### src/hw/rtl/assert_macros.svh
// Assertion macros shared by the triggered capture averager RTL.
`ifndef ASSERT_MACROS_SVH
`define ASSERT_MACROS_SVH
`ifndef SYNTHESIS
`define TCA_ASSERT(lbl, clk, rst_n, prop, msg) \
    lbl: assert property (@(posedge clk) disable iff (!rst_n) (prop)) else $error(msg);
`define TCA_ASSERT_NEXT(lbl, clk, rst_n, ante, cons, msg) \
    lbl: assert property (@(posedge clk) disable iff (!rst_n) (ante) |=> (cons)) else $error(msg);
`else
`define TCA_ASSERT(lbl, clk, rst_n, prop, msg)
`define TCA_ASSERT_NEXT(lbl, clk, rst_n, ante, cons, msg)
`endif
`endif

### src/hw/rtl/tca_ram.sv
// Generic single-write, single-read RAM with registered read data.
module tca_ram #(
    parameter int WIDTH = 8,
    parameter int DEPTH = 256
) (
    input  logic                     i_clk,
    input  logic                     i_we,
    input  logic [$clog2(DEPTH)-1:0] i_waddr,
    input  logic [WIDTH-1:0]         i_wdata,
    input  logic [$clog2(DEPTH)-1:0] i_raddr,
    output logic [WIDTH-1:0]         o_rdata
);

    logic [WIDTH-1:0] r_mem [DEPTH];
    logic [WIDTH-1:0] r_rdata;

    always_ff @(posedge i_clk) begin
        if (i_we) begin
            r_mem[i_waddr] <= i_wdata;
        end
        r_rdata <= r_mem[i_raddr];
    end

    assign o_rdata = r_rdata;

endmodule

### config.mk
export PLATFORM = sky130hd
export DESIGN_NAME = tca_ram
export DESIGN_NICKNAME = d
export VERILOG_FILES = /design/src/hw/rtl/assert_macros.svh /design/src/hw/rtl/tca_ram.sv
export SDC_FILE = /design/constraint.sdc
export NUM_CORES = 2
export LEC_CHECK = 0
export BUFFER_PORTS_ARGS = -buffer_cell sky130_fd_sc_hd__buf_2
export CORE_UTILIZATION = 47
export CTS_CLUSTER_DIAMETER = 120
export DETAILED_ROUTE_END_ITERATION = 7
export PLACE_DENSITY = 0.67
export SETUP_SLACK_MARGIN = 0.05
export SYNTH_ARGS = -nofsm -noshare
export SYNTH_HDL_FRONTEND = slang
export SYNTH_SLANG_ARGS = --single-unit
### constraint.sdc
create_clock -name i_clk -period 2.25 [get_ports i_clk]
set_input_delay 0.225 -clock i_clk [delete_from_list [all_inputs] [get_ports i_clk]]
set_output_delay 0.225 -clock i_clk [all_outputs]
set_load 0.02 [all_outputs]
# Yosys cells after proc, flatten, opt, wreduce, memory -nomap -nowiden

Memory sizes are Yosys's and may differ from the RTL's. A register that Yosys moved wholly into a read port is not among the register bits.
Index checks and enable logic that the tools add are counted.

RAM bits: 2048
Register bits after elaboration: 0
Memories: 1
Bits of input ports: 26

Memories:

| name  | depth | width | read ports | clocked after Yosys merged registers in | wr ports | line          | source |
|---|---|---|---|---|---|---|---|
| r_mem | 256   | 8     | 1          | 1                                       | 1        | tca_ram.sv:14 | `logic [WIDTH-1:0] r_mem [DEPTH];` |

Mux-type cells: 2

Operator list:

| cell    | count |
|---|---|
| $mux W1 | 2 |

# Depth between registers and ports, before layout

Word-level depth: 2
Depth in mapped cells: 11
Gate-level depth less buffers: 6

# Worst setup path after synthesis

Ideal clock, no wire load.

Path kind: input port to flip-flop
Start point: input i_raddr[0]
End point: register r_rdata[2], in the netlist o_rdata[2] (read register of r_mem)
Data arrival time: 2.032 ns
Required time: 2.119 ns
Path slack: 0.087 ns
Stages: 9
Setup time: 0.131 ns
Cell sequence: buf_6 -> buf_12 -> buf_8 -> buf_2 -> mux4_2 -> a22oi_1 -> a21oi_1 -> nor4_1 -> nor4_2

RTL lines:

| what               | line          | source |
|---|---|---|
| start: declaration | tca_ram.sv:10 | `input logic [$clog2(DEPTH)-1:0] i_raddr,` |
| end: declaration   | tca_ram.sv:15 | `logic [WIDTH-1:0] r_rdata;` |

==> summary.md <==
| Metric | Value |
|---|---|
| DRT iter0 DRCs | 5212 |
| Leak Pwr | 30.82 nW |
| Final worst slack | -0.002442 ns |
| Failing checks | negative setup slack |
| Synth-to-layout area growth | 18.97% |
| Yosys top cell area share | 0.7730 |
| Final worst path period share | 1.001 |
| Row count | 150 |
| Post-synth ARST share | 0 |
| Worst stage delay on the critical path | 0.48 ns |
| Leading area contributor after synthesis | edfxtp_1 |
| GR Overflow Total | 0 |
| Post-layout min period | 2.252 ns |
| TritonCTS clock tree | done |
| Post-Layout Cell Count | 6868 |
| Post-synthesis sequential element count | 2056 |
| Pin count of the biggest net entering global routing | 79 |
| Layout Nets | 4524 |
| Worst Hold Depth | 1 |
| Die height | 413.4 microns |
| Hold_sp | i_wdata[6] |
| Layout cell share with drive strength beyond 1 | 0.3432 |
| Worst-skew pair later-pin latency | 0.85 ns |
| Synth warn | 0 |
| Gpl congestion | 0.8752 |
| Netlist cell types | 55 |
| Crit Path Max Fanout | 1 |
| First-pass GRT wire length | 290.2 mm |
| Slew margin rel. | 0.4185 |
| RSZ-0062 raised after global routing | yes |
| Cts bufs inserted | 196 |
| Post-Syn Instances | 3733 |
| EDFF count, synth | 2048 |
| Cell family with most CP delay | compound AO/OA/AOI/OAI gates |
| Root Buffer | clkbuf_16 |
| Die Wd | 413.4 microns |
| Drt wl/cell | 29.46 microns |
| Fin. max-slew vios | 0 |
| Worst r2r src | r_mem[80][6] |
| Main synth FF type | edfxtp_1 |
| Final Hold Fails | 0 |
| Crit path buf inv count | 2 |
| Antenna violations before repair | 15 |
| Peak VDD IR | 0.0007813 V |
| Core ar. | 167600 sq um |
| Worst slack, placed | -1.169 ns |
| Startpoint Class | flop |
| Most frequent cells in the layout | edfxtp_1, buf_4, mux4_2 |
| Global Route Usage Sum | 0.2379 |
| Final Setup Violations | 1 |
| Worst-path cell chain | mux4_2 -> a22o_4 -> a221oi_2 -> buf_4 -> o32ai_4 -> nor3_4 -> buf_6 -> nor4_2 |
| Final WL | 202.3 mm |
| Pwr dens | 834.9 nW/um^2 |
| Worst Setup Path Type | reg -> reg |
| Register area share after synthesis | 0.7750 |
| Synth Cell Area | 79560 sq um |
| Via/cell ratio | 6.094 |
| Clock slew at reported path FFs | 0.06 ns |
| Critical path endpoint category | flop |
| Mapped Nets | 3759 |
| IO Count | 34 |
| Number of vias in the routed layout | 41854 |
| DRC violation count after routing | 0 |
| Outcome | complete, but fails checks |
| Hold worst-path end | r_mem[142][6] |
| Max Cap Violations | 0 |
| R2R cell count | 8 |
| Initial core utilization | 0.4747 |
| Clock Path Buffers | 3 |
| Crit path DAT | 2.95 ns |
| Max H-tree Level | 4 |
| CTS sink cnt | 2056 |
| Post-Syn Area per Cell | 21.31 sq um |
| Die ar. | 170900 sq um |
| Vias in the first global route | 41637 |
| # port buffers | 33 |
| Worst hold path class | in -> reg |
| Critical-path top delay cell | mux4_2 |
| Final Skew | 0.03789 ns |
| Slew @ Worst Pin | 0.8705 ns |
| Placed Instances | 6501 |
| Fmax | 444.0 MHz |
| Top cells by area, synth | edfxtp_1, mux4_2, mux2i_1 |
| Post-CTS setup buffers | 0 |
| Reg-to-reg slack, setup | -0.002 ns |
| Post-DP HPWL | 132.4 mm |
| FF-to-FF End | o_rdata[6] |
| Final ANT Viol Nets | 0 |
| Worst endpoint required time | 2.95 ns |
| Commonest non-fill, non-tap cell in the layout | edfxtp_1 |
| DR pass1 iterations | 5 |
==> flip-flops by register name, indices dropped and copies added, names as in the netlist <==
| register | cells |
|---|---|
| r_mem | 2048 |
| o_rdata | 8 |
==> synth_stat cells (all sizes together), types with 4 or more instances <==
cell type	count
and2	6
nand2	33
a22oi	133
a21oi	96
o32ai	5
nand3	34
or2	4
buf	122
o21ai	12
o22ai	28
o22a	5
clkbuf	111
a22o	8
nor2	282
mux2i	134
nand2b	8
a2111oi	5
nor2b	31
nor3	22
a211oi	16
a221oi	14
mux4	456
edfxtp	2048
nor4	27
o211ai	10
dfxtp	8
nand4	10
o221ai	47
==> report_power, final <==
group | internal (mW) | total [mW] | switching (mW)
combinational | 1.91 | 4.62 | 2.72
sequential | 42.2 | 42.3 | 0.102
clock | 18.1 | 32.1 | 14.0
==> metal layers <==
metal	vias to the layer above	wire length (microns)	global-route usage
met5	-	63	0
met4	10	5768	0.07406
met3	321	19290	0.04322
met2	2259	96140	0.3700
met1	22021	81060	0.3441
li1	17243	-	-
==> cells by family after synthesis <==
| family | synth area share |
|---|---|
| flops | 0.7750 |
| mux | 0.1462 |
| simple gates | 0.02628 |
| compound gates | 0.03419 |
| buf+inv | 0.01831 |
==> repair_timing <==
item,CTS,global route
setup endpoints to repair,8,8
hold endpoints to repair,291,0
hold buffers,6,0
resized for setup,54,28
pin swaps,16,15
==> worst max-delay path by stage <==
| stage | from | depth (start not counted) | endpoint | slack [ns] |
|---|---|---|---|---|
| floorplan | i_raddr[0] | 9 | o_rdata[2] | 0.09 |
| detailed placement | i_raddr[0] | 10 | o_rdata[4] | -1.17 |
| global placement | i_raddr[0] | 10 | o_rdata[0] | -1.16 |
| finish | r_mem[80][6] | 8 | o_rdata[6] | -0.002 |
| CTS | r_mem[42][5] | 8 | o_rdata[5] | 0.007 |
| global route | r_mem[80][6] | 8 | o_rdata[6] | -0.03 |
==> stage by stage <==
step	instance area, sq um	total power, mW	TNS (ns)	utilization	hold WS, ns
2_1_floorplan	79560	45.15	0	-	0.3239
3_3_place_gp	87950	47.53	-6.903	0.5248	0.6523
6_report	94650	79.02	-0.002442	0.5648	0.03803
5_1_grt	94650	81.03	-0.05505	0.5647	0.03757
4_1_cts	94500	79.35	0	0.5638	0.009949
3_5_place_dp	87950	47.60	-6.857	0.5248	0.6578
==> area by class of cell <==
cell class                      count  area, sq um
Timing Repair Buffer              800         7081
Sequential cell                  2056        61660
Clock buffer                      254         5248
Inverter                            2        7.507
Antenna cell                        2        5.005
Fill cell                       12210        72950
Multi-Input combinational cell   1442        16920
Tap cell                         2204         2758
Clock inverter                    108        970.9
No activity file was read; power rests on OpenSTA's default activity.
