--- src/hw/rtl/assert_macros.svh ---
// Assertion macros shared by the triggered capture averager RTL.
`ifndef ASSERT_MACROS_SVH
`define ASSERT_MACROS_SVH
`ifndef SYNTHESIS
`define TCA_ASSERT(lbl, clk, rst_n, prop, msg) \
    lbl: assert property (@(posedge clk) disable iff (!rst_n) (prop)) else $error(msg);
`define TCA_ASSERT_NEXT(lbl, clk, rst_n, ante, cons, msg) \
    lbl: assert property (@(posedge clk) disable iff (!rst_n) (ante) |=> (cons)) else $error(msg);
`else
`define TCA_ASSERT(lbl, clk, rst_n, prop, msg)
`define TCA_ASSERT_NEXT(lbl, clk, rst_n, ante, cons, msg)
`endif
`endif

--- src/hw/rtl/tca_pkg.sv ---
// Types, codes and constants of the triggered capture averager.
package tca_pkg;

    localparam int MAX_CAPTURE = 2048;
    localparam int SAMPLE_BITS = 12;
    localparam int ADDR_W      = $clog2(MAX_CAPTURE);
    localparam int LEN_W       = ADDR_W + 1;
    localparam int PRE_W       = 11;
    localparam int SUM_W       = 20;
    localparam int CNT_W       = 8;
    localparam int BIN_W       = SUM_W + CNT_W;
    localparam int AVG_W       = 12;
    localparam int KIND_W      = 2;
    localparam int PADDR_W     = 4;
    localparam int APB_W       = 32;

    localparam logic [CNT_W-1:0] CNT_MAX = 8'd255;

    localparam logic [1:0] ACT_LOAD  = 2'd0;
    localparam logic [1:0] ACT_READ  = 2'd1;
    localparam logic [1:0] ACT_CLEAR = 2'd2;

    localparam logic [KIND_W-1:0] RPL_CAPTURE = 2'd0;
    localparam logic [KIND_W-1:0] RPL_READ    = 2'd1;
    localparam logic [KIND_W-1:0] RPL_CLEAR   = 2'd2;

    localparam logic [1:0] REG_LEVEL  = 2'd0;
    localparam logic [1:0] REG_HYST   = 2'd1;
    localparam logic [1:0] REG_PRE    = 2'd2;
    localparam logic [1:0] REG_LENGTH = 2'd3;

    localparam logic [SAMPLE_BITS-1:0] LEVEL_RST  = 12'd1200;
    localparam logic [SAMPLE_BITS-1:0] HYST_RST   = 12'd20;
    localparam logic [PRE_W-1:0]       PRE_RST    = 11'd400;
    localparam logic [LEN_W-1:0]       LENGTH_RST = 12'd2000;

    typedef struct packed {
        logic [1:0]             action;
        logic [SAMPLE_BITS-1:0] sample_value;
        logic [ADDR_W-1:0]      bin_index;
    } t_tca_in;

    typedef struct packed {
        logic [KIND_W-1:0] reply_kind;
        logic              trigger_found;
        logic [ADDR_W-1:0] trigger_position;
        logic [SUM_W-1:0]  bin_sum;
        logic [CNT_W-1:0]  bin_count;
        logic [AVG_W-1:0]  bin_average;
        logic              bin_empty;
    } t_tca_out;

    typedef enum logic [2:0] {
        S_CLEAR,
        S_IDLE,
        S_SCAN,
        S_ACCUM,
        S_READ,
        S_DIV
    } t_state;

endpackage

--- src/hw/rtl/tca_div.sv ---
// Restoring divider, one quotient bit per cycle, for bin averages.
module tca_div
    import tca_pkg::*;
(
    input  logic             i_clk,
    input  logic             i_rst_n,
    input  logic             i_start,
    input  logic [SUM_W-1:0] i_dividend,
    input  logic [CNT_W-1:0] i_divisor,
    output logic             o_done,
    output logic [SUM_W-1:0] o_quotient
);

    localparam int STEP_W = $clog2(SUM_W + 1);

    logic              r_busy, n_busy;
    logic              r_done, n_done;
    logic [STEP_W-1:0] r_step, n_step;
    logic [SUM_W-1:0]  r_quo, n_quo;
    logic [CNT_W-1:0]  r_rem, n_rem;
    logic [CNT_W-1:0]  r_dvs, n_dvs;
    logic [CNT_W:0]    rem_sh;
    logic              q_bit;

    always_comb begin
        n_busy = r_busy;
        n_done = 1'b0;
        n_step = r_step;
        n_quo  = r_quo;
        n_rem  = r_rem;
        n_dvs  = r_dvs;
        rem_sh = {r_rem, r_quo[SUM_W-1]};
        q_bit  = (rem_sh >= {1'b0, r_dvs});
        if (i_start) begin
            n_busy = 1'b1;
            n_step = '0;
            n_quo  = i_dividend;
            n_rem  = '0;
            n_dvs  = i_divisor;
        end else if (r_busy) begin
            n_quo = {r_quo[SUM_W-2:0], q_bit};
            n_rem = q_bit ? CNT_W'(rem_sh - {1'b0, r_dvs}) : rem_sh[CNT_W-1:0];
            n_step = r_step + STEP_W'(1);
            if (r_step == STEP_W'(SUM_W - 1)) begin
                n_busy = 1'b0;
                n_done = 1'b1;
            end
        end
    end

    always_ff @(posedge i_clk) begin
        if (!i_rst_n) begin
            r_busy <= 1'b0;
            r_done <= 1'b0;
        end else begin
            r_busy <= n_busy;
            r_done <= n_done;
        end
        r_step <= n_step;
        r_quo  <= n_quo;
        r_rem  <= n_rem;
        r_dvs  <= n_dvs;
    end

    assign o_done     = r_done;
    assign o_quotient = r_quo;

endmodule

--- config.mk ---
export PLATFORM = sky130hd
export DESIGN_NAME = tca_div
export DESIGN_NICKNAME = d
export VERILOG_FILES = /design/src/hw/rtl/assert_macros.svh /design/src/hw/rtl/tca_pkg.sv /design/src/hw/rtl/tca_div.sv
export SDC_FILE = /design/constraint.sdc
export NUM_CORES = 1
export LEC_CHECK = 0
export ABC_AREA = 1
export BUFFER_PORTS_ARGS = -buffer_cell sky130_fd_sc_hd__buf_4
export CORE_MARGIN = 2
export CORE_UTILIZATION = 30
export CTS_BUF_LIST = sky130_fd_sc_hd__clkbuf_8 sky130_fd_sc_hd__clkbuf_16
export CTS_CLUSTER_DIAMETER = 120
export DETAILED_ROUTE_END_ITERATION = 8
export PLACE_DENSITY = 0.61
export SETUP_SLACK_MARGIN = 0.02
export SLEW_MARGIN = 15
export SYNTH_ARGS = -nofsm -noshare
export SYNTH_HDL_FRONTEND = slang
export SYNTH_SLANG_ARGS = --single-unit
--- constraint.sdc ---
create_clock -name i_clk -period 1.7 [get_ports i_clk]
set_clock_uncertainty 0.2 [all_clocks]
set_input_delay 0.085 -clock i_clk [delete_from_list [all_inputs] [get_ports i_clk]]
set_output_delay 0.085 -clock i_clk [all_outputs]
set_load 0.02 [all_outputs]
**Word-level counts from Yosys, hierarchy flattened**

Cells that the tools add are included.

- Register bits after elaboration: 43
- Word-level logic and storage cells: 21

- $add $sub $neg: 2
- Order comparisons: 1
- Equal/unequal tests: 1
- Mux-type cells: 7
- Bitwise logic cells: 2
- Reductions and logical operators: 2

Operator list:

| kind | count |
|---|---|
| $mux W20 | 2 |
| $ge A9 B8 Y1 | 1 |
| $mux W8 | 1 |
| $sub A8 B8 Y8 | 1 |
| $add A5 B1 Y5 const B | 1 |
| $eq A5 B5 Y1 const B | 1 |
| $mux W1 | 4 |
| $reduce_or A3 Y1 | 1 |
| $not A1 Y1 | 2 |
| $reduce_bool A2 Y1 | 1 |

**Depth between registers and ports, before layout**

Gate-level depths: netlist (run 1).

- Depth after elaboration: 4
- Gate-level depth with buffers: 12
- Depth with buffers taken out: 12

**Worst setup path after synthesis (run 1)**

Ideal clock, no wire load.

- Path kind: register -> register
- Start point: register r_quo[19], in the netlist o_quotient[19]
- End point: register r_rem[4]
- Setup time: 113 ps
- Arrival: 1604 ps
- Data required time: 1387 ps
- Path slack: -217 ps
- Cell stages (with the launch flop): 11
- Period minus slack after synthesis: 1917 ps
- Path through: edfxtp_1 > inv_1 > ha_1 > fa_1 > inv_1 > nand3_1 > nand3_1 > xnor2_1 > nand2_1 > nand3_1 > nand2_1

- Cells in the longest elaborated chain, start to end: 2
- Elaborated cells on any way between the ends: 3
- Classes of those cells: 1 x add/sub; 1 x order compare; 1 x mux

Ends and longest elaborated chain:

| element | line | RTL |
|---|---|---|
| from (decl) | tca_div.sv:19 | `logic [SUM_W-1:0] r_quo, n_quo;` |
| from (signal assigned) | tca_div.sv:60 | `r_quo <= n_quo;` |
| $sub A8 B8 Y8 / $ge A9 B8 Y1 (equally long branches) | tca_div.sv:42, tca_div.sv:33 |  |
| $mux W8 * | tca_div.sv:42 | `n_rem = q_bit ? CNT_W'(rem_sh - {1'b0, r_dvs}) : rem_sh[CNT_W-1:0];` |
| to (signal assigned) | tca_div.sv:61 | `r_rem <= n_rem;` |
| to (decl) | tca_div.sv:20 | `logic [CNT_W-1:0] r_rem, n_rem;` |

Every way passes the cells marked *; elsewhere a longest branch is shown, timed or not.
A chain may end at the register's enable or synchronous reset.

**Worst setup path after layout (run 1)**

- Start point: register r_dvs[2]
- End point: register r_rem[7]

- Cells in the longest elaborated chain, start to end: 2
- Elaborated cells on any way between the ends: 3
- Classes of those cells: 1 x add/sub; 1 x order compare; 1 x mux

Ends and longest elaborated chain:

| element | line | RTL |
|---|---|---|
| from (decl) | tca_div.sv:21 | `logic [CNT_W-1:0] r_dvs, n_dvs;` |
| from (signal assigned) | tca_div.sv:62 | `r_dvs <= n_dvs;` |
| $sub A8 B8 Y8 / $ge A9 B8 Y1 (equally long branches) | tca_div.sv:42, tca_div.sv:33 |  |
| $mux W8 * | tca_div.sv:42 |  |

Marked as above.

==> results of run 1 <==
==> Yosys cell counts, drive strengths merged <==
library cell  count  area share
or2               1      0.0040
a21oi             5       0.011
a31oi             2      0.0057
nand3            17       0.041
nand3b            7       0.024
nor3b             1      0.0034
nor3              4       0.011
nand2           114        0.20
xor2              2      0.0079
nor2             11       0.029
clkbuf            5      0.0091
nand4             2      0.0057
buf               1      0.0034
xnor2             1      0.0040
fa                1      0.0091
inv              30       0.051
edfxtp           28        0.38
dfxtp            15        0.14
o21ai             2      0.0045
nor4              2      0.0057
ha                9       0.051
==> timing repair <==
action,in CTS,in global routing
endpoints found under the setup margin,9,29
cloned,2,0
gates resized for setup,19,18
endpoints found under the hold margin,37,0
buffers inserted,2,4
pin swaps,13,18
hold buffers,30,0
==> worst min-delay path, delay by kind of cell, from the launching register on <==
kind | cells | cell delay (ns)
and+or+nand+nor | 2 | 0.13
DFF | 1 | 0.35
==> state kept, by name (all words and copies together), names as in the netlist <==
signal      count
r_dvs           8
o_quotient     20
r_busy          1
o_done          1
r_rem           8
r_step          5
==> cell type report <==
type | instances | area, sq um | share of cell area
Clock inverter | 3 | 38.79 | 0.01092
Clock buffer | 5 | 68.82 | 0.01937
Inverter | 30 | 112.6 | 0.03170
Tap cell | 99 | 123.9 | 0.03487
Timing Repair Buffer | 108 | 905.9 | 0.2550
Multi-Input combinational cell | 183 | 1161 | 0.3269
Sequential cell | 43 | 1141 | 0.3212
==> power groups by stage <==
| stage | Sequential (mW) | Combinational, mW | Clock (mW) |
|---|---|---|---|
| floorplan | 1.33 | 0.244 | 0 |
| global placement | 1.28 | 0.550 | 0 |
| detailed placement | 1.28 | 0.562 | 0 |
| CTS | 1.26 | 0.680 | 0.807 |
| global route | 1.27 | 0.804 | 0.847 |
| finish | 1.26 | 0.742 | 0.773 |
==> path summary, 6_finish.rpt <==
check / from / endpoint
setup / recovery: r_dvs[2]$_DFFE_PP_ / r_rem[7]$_SDFFE_PP0P_
hold reg to reg: r_rem[0]$_SDFFE_PP0P_ / r_rem[0]$_SDFFE_PP0P_
hold / removal: r_rem[0]$_SDFFE_PP0P_ / r_rem[0]$_SDFFE_PP0P_
setup reg to reg: r_dvs[2]$_DFFE_PP_ / r_rem[7]$_SDFFE_PP0P_
==> per-layer routing <==
metal / global-route usage / routed length (um)
met5: 0 / 0
met4: 0.04615 / 85
met3: 0.03521 / 307
met2: 0.2683 / 3039
met1: 0.1717 / 2516
==> stage by stage <==
step / util / total power [mW] / hold WS, ns
2_1_floorplan: - / 1.574 / -0.01613
3_3_place_gp: 0.4007 / 1.826 / 0.06495
3_5_place_dp: 0.4007 / 1.838 / 0.06441
4_1_cts: 0.4778 / 2.744 / 0.2889
5_1_grt: 0.4950 / 2.921 / 0.3035
6_report: 0.4950 / 2.773 / 0.3126
==> kinds of logic after synthesis <==
group / Yosys count / synth area share
AOI/OAI and AO/OA: 9 / 0.02153
buffers and inverters: 36 / 0.06345
adders and majority gates: 10 / 0.06006
xor gates and xnor gates: 3 / 0.01190
DFF: 43 / 0.5167
and+or+nand+nor: 159 / 0.3263
==> flow_summary.toml, run 1 <==
[status]
status = "complete, but fails checks"
failed_checks = "setup timing"

[detailed_routing]
drc = 0
drt-pass1-iter-count = 4
wirelength_um = 5949
post_drt_wl_per_cell_um = 12.63
viasPerCell = 4.418
first_iter_violations = 95
postRouteAntennaNets = 0
vias = 2081

[finish]
antennaDiodeCount = 0
final_common_cell = "nand2_1"
area_growth_pct = 60.85
layout_common_cells = "101 x nand2_1, 75 x buf_4, 30 x dlygate4sd3_1"
n_fill_cell = 675
drive_gt1_frac = 0.3495
nNetsFinal = 412
final-instance-count-excl-fill = 471
postLayoutCellArea_sq_um = 3552

[place]
place_ws_ns = -0.1418
dp_hpwl_um = 3799
io_buffer_count = 51
gp_congestion = 0.8423
placed_cell_area_sq_um = 2875
placedCellCount = 425

[power]
switching_share = 0.2775
power.density_nw_per_um2 = 780.8
p_leak_nw = 1.678
seq_power_share = 0.454
comb_power_share = 0.267
internal-power_mw = 2.004
pwr-share-clk = 0.279
switchingPower_uw = 769.5
ir_drop_uv = 687.4

[setup_path]
path_buf_inv = 1
startpoint_type = "register"
slowest_stage = "edfxtp_1"
cpPeakStageDelay_ns = 0.39
crit_path_end_kind = "register"
rrSetupSlack_ns = -0.11
crit_chain = "inv_2, ha_4, or2_4, nand3_4, nand2_4, nand2_8, nand2_8, nand2_1, nand3_1, nand2_1"
path_depth = 10
crit_path_max_fanout = 8
path_class = "reg -> reg"
crit_required_ns = 1.73
r2r_cells = 10
cp_top_family = "simple AND/OR/NAND/NOR gates"
cp.arrival_ns = 1.85

[sta]
rsz0062_at_grt = "true"
hold_viol_final = 0
setup_viol = 9
finalSetupTns_ns = -0.8331
worst_pin_slew_ns = 0.3899
maxSlewHeadroom = 0.7398
maxSlewViolCount = 0
period_share = 1.066
setup_slack_ns = -0.1122
min_period_ns = 1.812
clock.fmax_mhz = 551.8

[synth]
ys_seq_elements = 43
syn_nets = 301
ys_seq_area_frac = 0.5167
syn_inst = 260
yosys.cell_types.count = 28
avgSynthCellArea_sq_um = 8.494
ys.warnings.count = 0
synth_area_sq_um = 2208

[global_route]
grt_max_degree = 21
grt_pass1_wl_um = 9777
grt_pass1_vias = 2189
grt_use_total = 0.1476
globalRouteOverflowTotal = 0
antenna_found_initial = 0

[die]
boundaryPins = 52
fp.dieArea_sq_um = 8063
rows = 31
start_util = 0.3078
die_y_um = 89.80
die_x_um = 89.80
coreArea_sq_um = 7176

[cts]
clk_latency_ns = 0.29
numCtsBuffers = 5
cts_root_buffer = "clkbuf_8"
htree_levels = 2
cts.sinks = 43
cts_tree = "yes"
clock_path_buffers = 2
clk_pin_slew_worst_paths_ns = 0.08

[hold_path]
hold_class = "reg -> reg"
hold_depth = 2

[job]
maxCapViolations = 0
No activity file was read; power rests on OpenSTA's default activity.
==> inputs of run 2 (changes only) <==
--- a/config.mk
+++ b/config.mk
@@ -9,9 +9,9 @@
 export BUFFER_PORTS_ARGS = -buffer_cell sky130_fd_sc_hd__buf_4
 export CORE_MARGIN = 2
-export CORE_UTILIZATION = 30
+export CORE_UTILIZATION = 40
 export CTS_BUF_LIST = sky130_fd_sc_hd__clkbuf_8 sky130_fd_sc_hd__clkbuf_16
 export CTS_CLUSTER_DIAMETER = 120
 export DETAILED_ROUTE_END_ITERATION = 8
-export PLACE_DENSITY = 0.61
+export PLACE_DENSITY = 0.75
 export SETUP_SLACK_MARGIN = 0.02
 export SLEW_MARGIN = 15
==> constraint.sdc (replaced) <==
create_clock -name i_clk -period 1.7 [get_ports i_clk]
set_clock_uncertainty 0.2 [all_clocks]
set_input_delay 0 -clock i_clk [delete_from_list [all_inputs] [get_ports i_clk]]
set_output_delay 0 -clock i_clk [all_outputs]
set_load 0.02 [all_outputs]
==> run 2 against run 1 <==
Compared with the run above:
- the run still ends with setup timing left
- sequential share of layout area rose by 0.25 points
- cell area shrank 0.78%
- highest routed layer unchanged
- core utilization rose by 16 points
- critical path depth is 2 higher
- largest cell class unchanged
- first-iteration DRC count increased by 25%
- maximum frequency fell by 0.31%
- wire length up 4.2%
==> flow_summary.toml, run 2 (synthesis gave the netlist of run 1 again) <==
[finish]
antennaDiodeCount = 0
final_common_cell = "nand2_1"
postLayoutCellArea_sq_um = 3525
n_fill_cell = 403
multi_input_area_sq_um = 1166
drive_gt1_frac = 0.3720
area_growth_pct = 59.60
seqCellArea_sq_um = 1141
largest_register_ffs = 20
nNetsFinal = 411
layout_common_cells = "97 x nand2_1, 75 x buf_4, 30 x dlygate4sd3_1"

[detailed_routing]
wirelength_um = 6198
viasPerCell = 4.937
drc = 0
vias = 2187
first_iter_violations = 119
post_drt_wl_per_cell_um = 13.99
postRouteAntennaNets = 0
drt-pass1-iter-count = 4

[power]
comb_power_share = 0.281
seq_power_share = 0.481
power_mw = 2.625
switching_share = 0.2955
internal-power_mw = 1.849
ir_drop_uv = 747.1
power.density_nw_per_um2 = 744.8
switchingPower_uw = 775.6
p_leak_nw = 1.667
pwr-share-clk = 0.238

[die]
die_y_um = 78.30
die_x_um = 78.30
fp.dieArea_sq_um = 6131
coreArea_sq_um = 5405
boundaryPins = 52
rows = 27
start_util = 0.4086

[sta]
rsz0062_at_grt = "true"
min_period_ns = 1.818
worst_pin_slew_ns = 0.5415
clock.fmax_mhz = 550.1
hold_viol_final = 0
maxSlewViolCount = 0
maxSlewHeadroom = 0.6386
setup_slack_ns = -0.1180
period_share = 1.069
setup_viol = 9

[global_route]
globalRouteOverflowTotal = 0
grt_pass1_vias = 2261
antenna_found_initial = 0
grt_pass1_wl_um = 9853
grt_use_total = 0.2035
grt_max_degree = 32

[setup_path]
cp.arrival_ns = 1.80
r2r-start = "r_dvs[4]$_DFFE_PP_"
startpoint_type = "register"
crit_required_ns = 1.69
crit_path_end_kind = "register"
path_class = "reg -> reg"
cp-startpoint = "r_dvs[4]$_DFFE_PP_"
crit_path_max_fanout = 8

[job]
maxCapViolations = 0

[cts]
cts_root_buffer = "clkbuf_8"
clk_pin_slew_worst_paths_ns = 0.08
clk_latency_ns = 0.29
htree_levels = 2
clock_path_buffers = 2
numCtsBuffers = 5
cts.sinks = 43
cts_tree = "yes"

[status]
failed_checks = "setup timing"
status = "complete, but fails checks"

[hold_path]
hold_class = "in -> reg"
hold_start = "i_divisor[4]"

[place]
io_buffer_count = 51
gp_congestion = 0.8102
place_ws_ns = -0.1539
dp_hpwl_um = 3447
placed_cell_area_sq_um = 2826
[run 2: per-stage QoR]
step           instances    util  hold WS (ns)  TNS (ns)
5_1_grt              443  0.6521        0.2277    -1.631
6_report             443  0.6521        0.2280   -0.9136
2_1_floorplan        260       -       -0.1011   -0.2684
3_3_place_gp         396  0.5229      -0.02140   -0.8846
4_1_cts              438  0.6211        0.2164   -0.5919
3_5_place_dp         396  0.5229      -0.02007    -1.178
[run 2: power by group through the flow]
stage / sequential, mW / clock (mW) / combinational [mW]
2_1_floorplan: 1.33 / 0 / 0.244
3_3_place_gp: 1.28 / 0 / 0.530
3_5_place_dp: 1.28 / 0 / 0.540
4_1_cts: 1.26 / 0.643 / 0.648
5_1_grt: 1.27 / 0.678 / 0.797
6_report: 1.26 / 0.624 / 0.738
[run 2: timing repair]
item	CTS	global route
endpoints found under the hold margin	40	0
cloned	1	1
resized for setup	17	27
setup endpoints to repair	9	28
hold buffers	30	0
pin swaps	7	14
setup buffers	3	5
[run 2: metal layers]
layer,track usage,share of wire,vias up
met5,0,0,-
li1,-,-,1056
met1,0.2254,0.40,1029
met2,0.3672,0.52,91
met3,0.05057,0.061,11
met4,0.09123,0.018,0
[run 2: area by class of cell]
cell class              count  area share
multi-input cells         182      0.3308
clock inverters             3    0.004260
well taps                  72     0.02556
clock buffers               5     0.01952
flip-flops and latches     43      0.3237
repair buffers            108      0.2634
inverters                  30     0.03266
[run 2: final timing paths]
path                                                to  slack (ns)  depth (start not counted)
worst max-delay path             r_rem[5]$_SDFFE_PP0P_       -0.12                         12
worst max register to register   r_rem[5]$_SDFFE_PP0P_       -0.12                         12
worst min-delay path                r_dvs[4]$_DFFE_PP_        0.23                          2
worst min register to register  r_step[4]$_SDFFE_PP0P_        0.32                          2
[run 2: worst max-delay path: stages (launching register included)]
cell and delay (ns):
edfxtp_1 0.35, inv_2 0.05, ha_4 0.28, nand2_4 0.06
nor2_4 0.11, nand2_2 0.07, nor2_4 0.10, nor2_4 0.06
buf_12 0.13, nand2_8 0.10, nand2_2 0.06, nand3_2 0.07
nand2_1 0.06
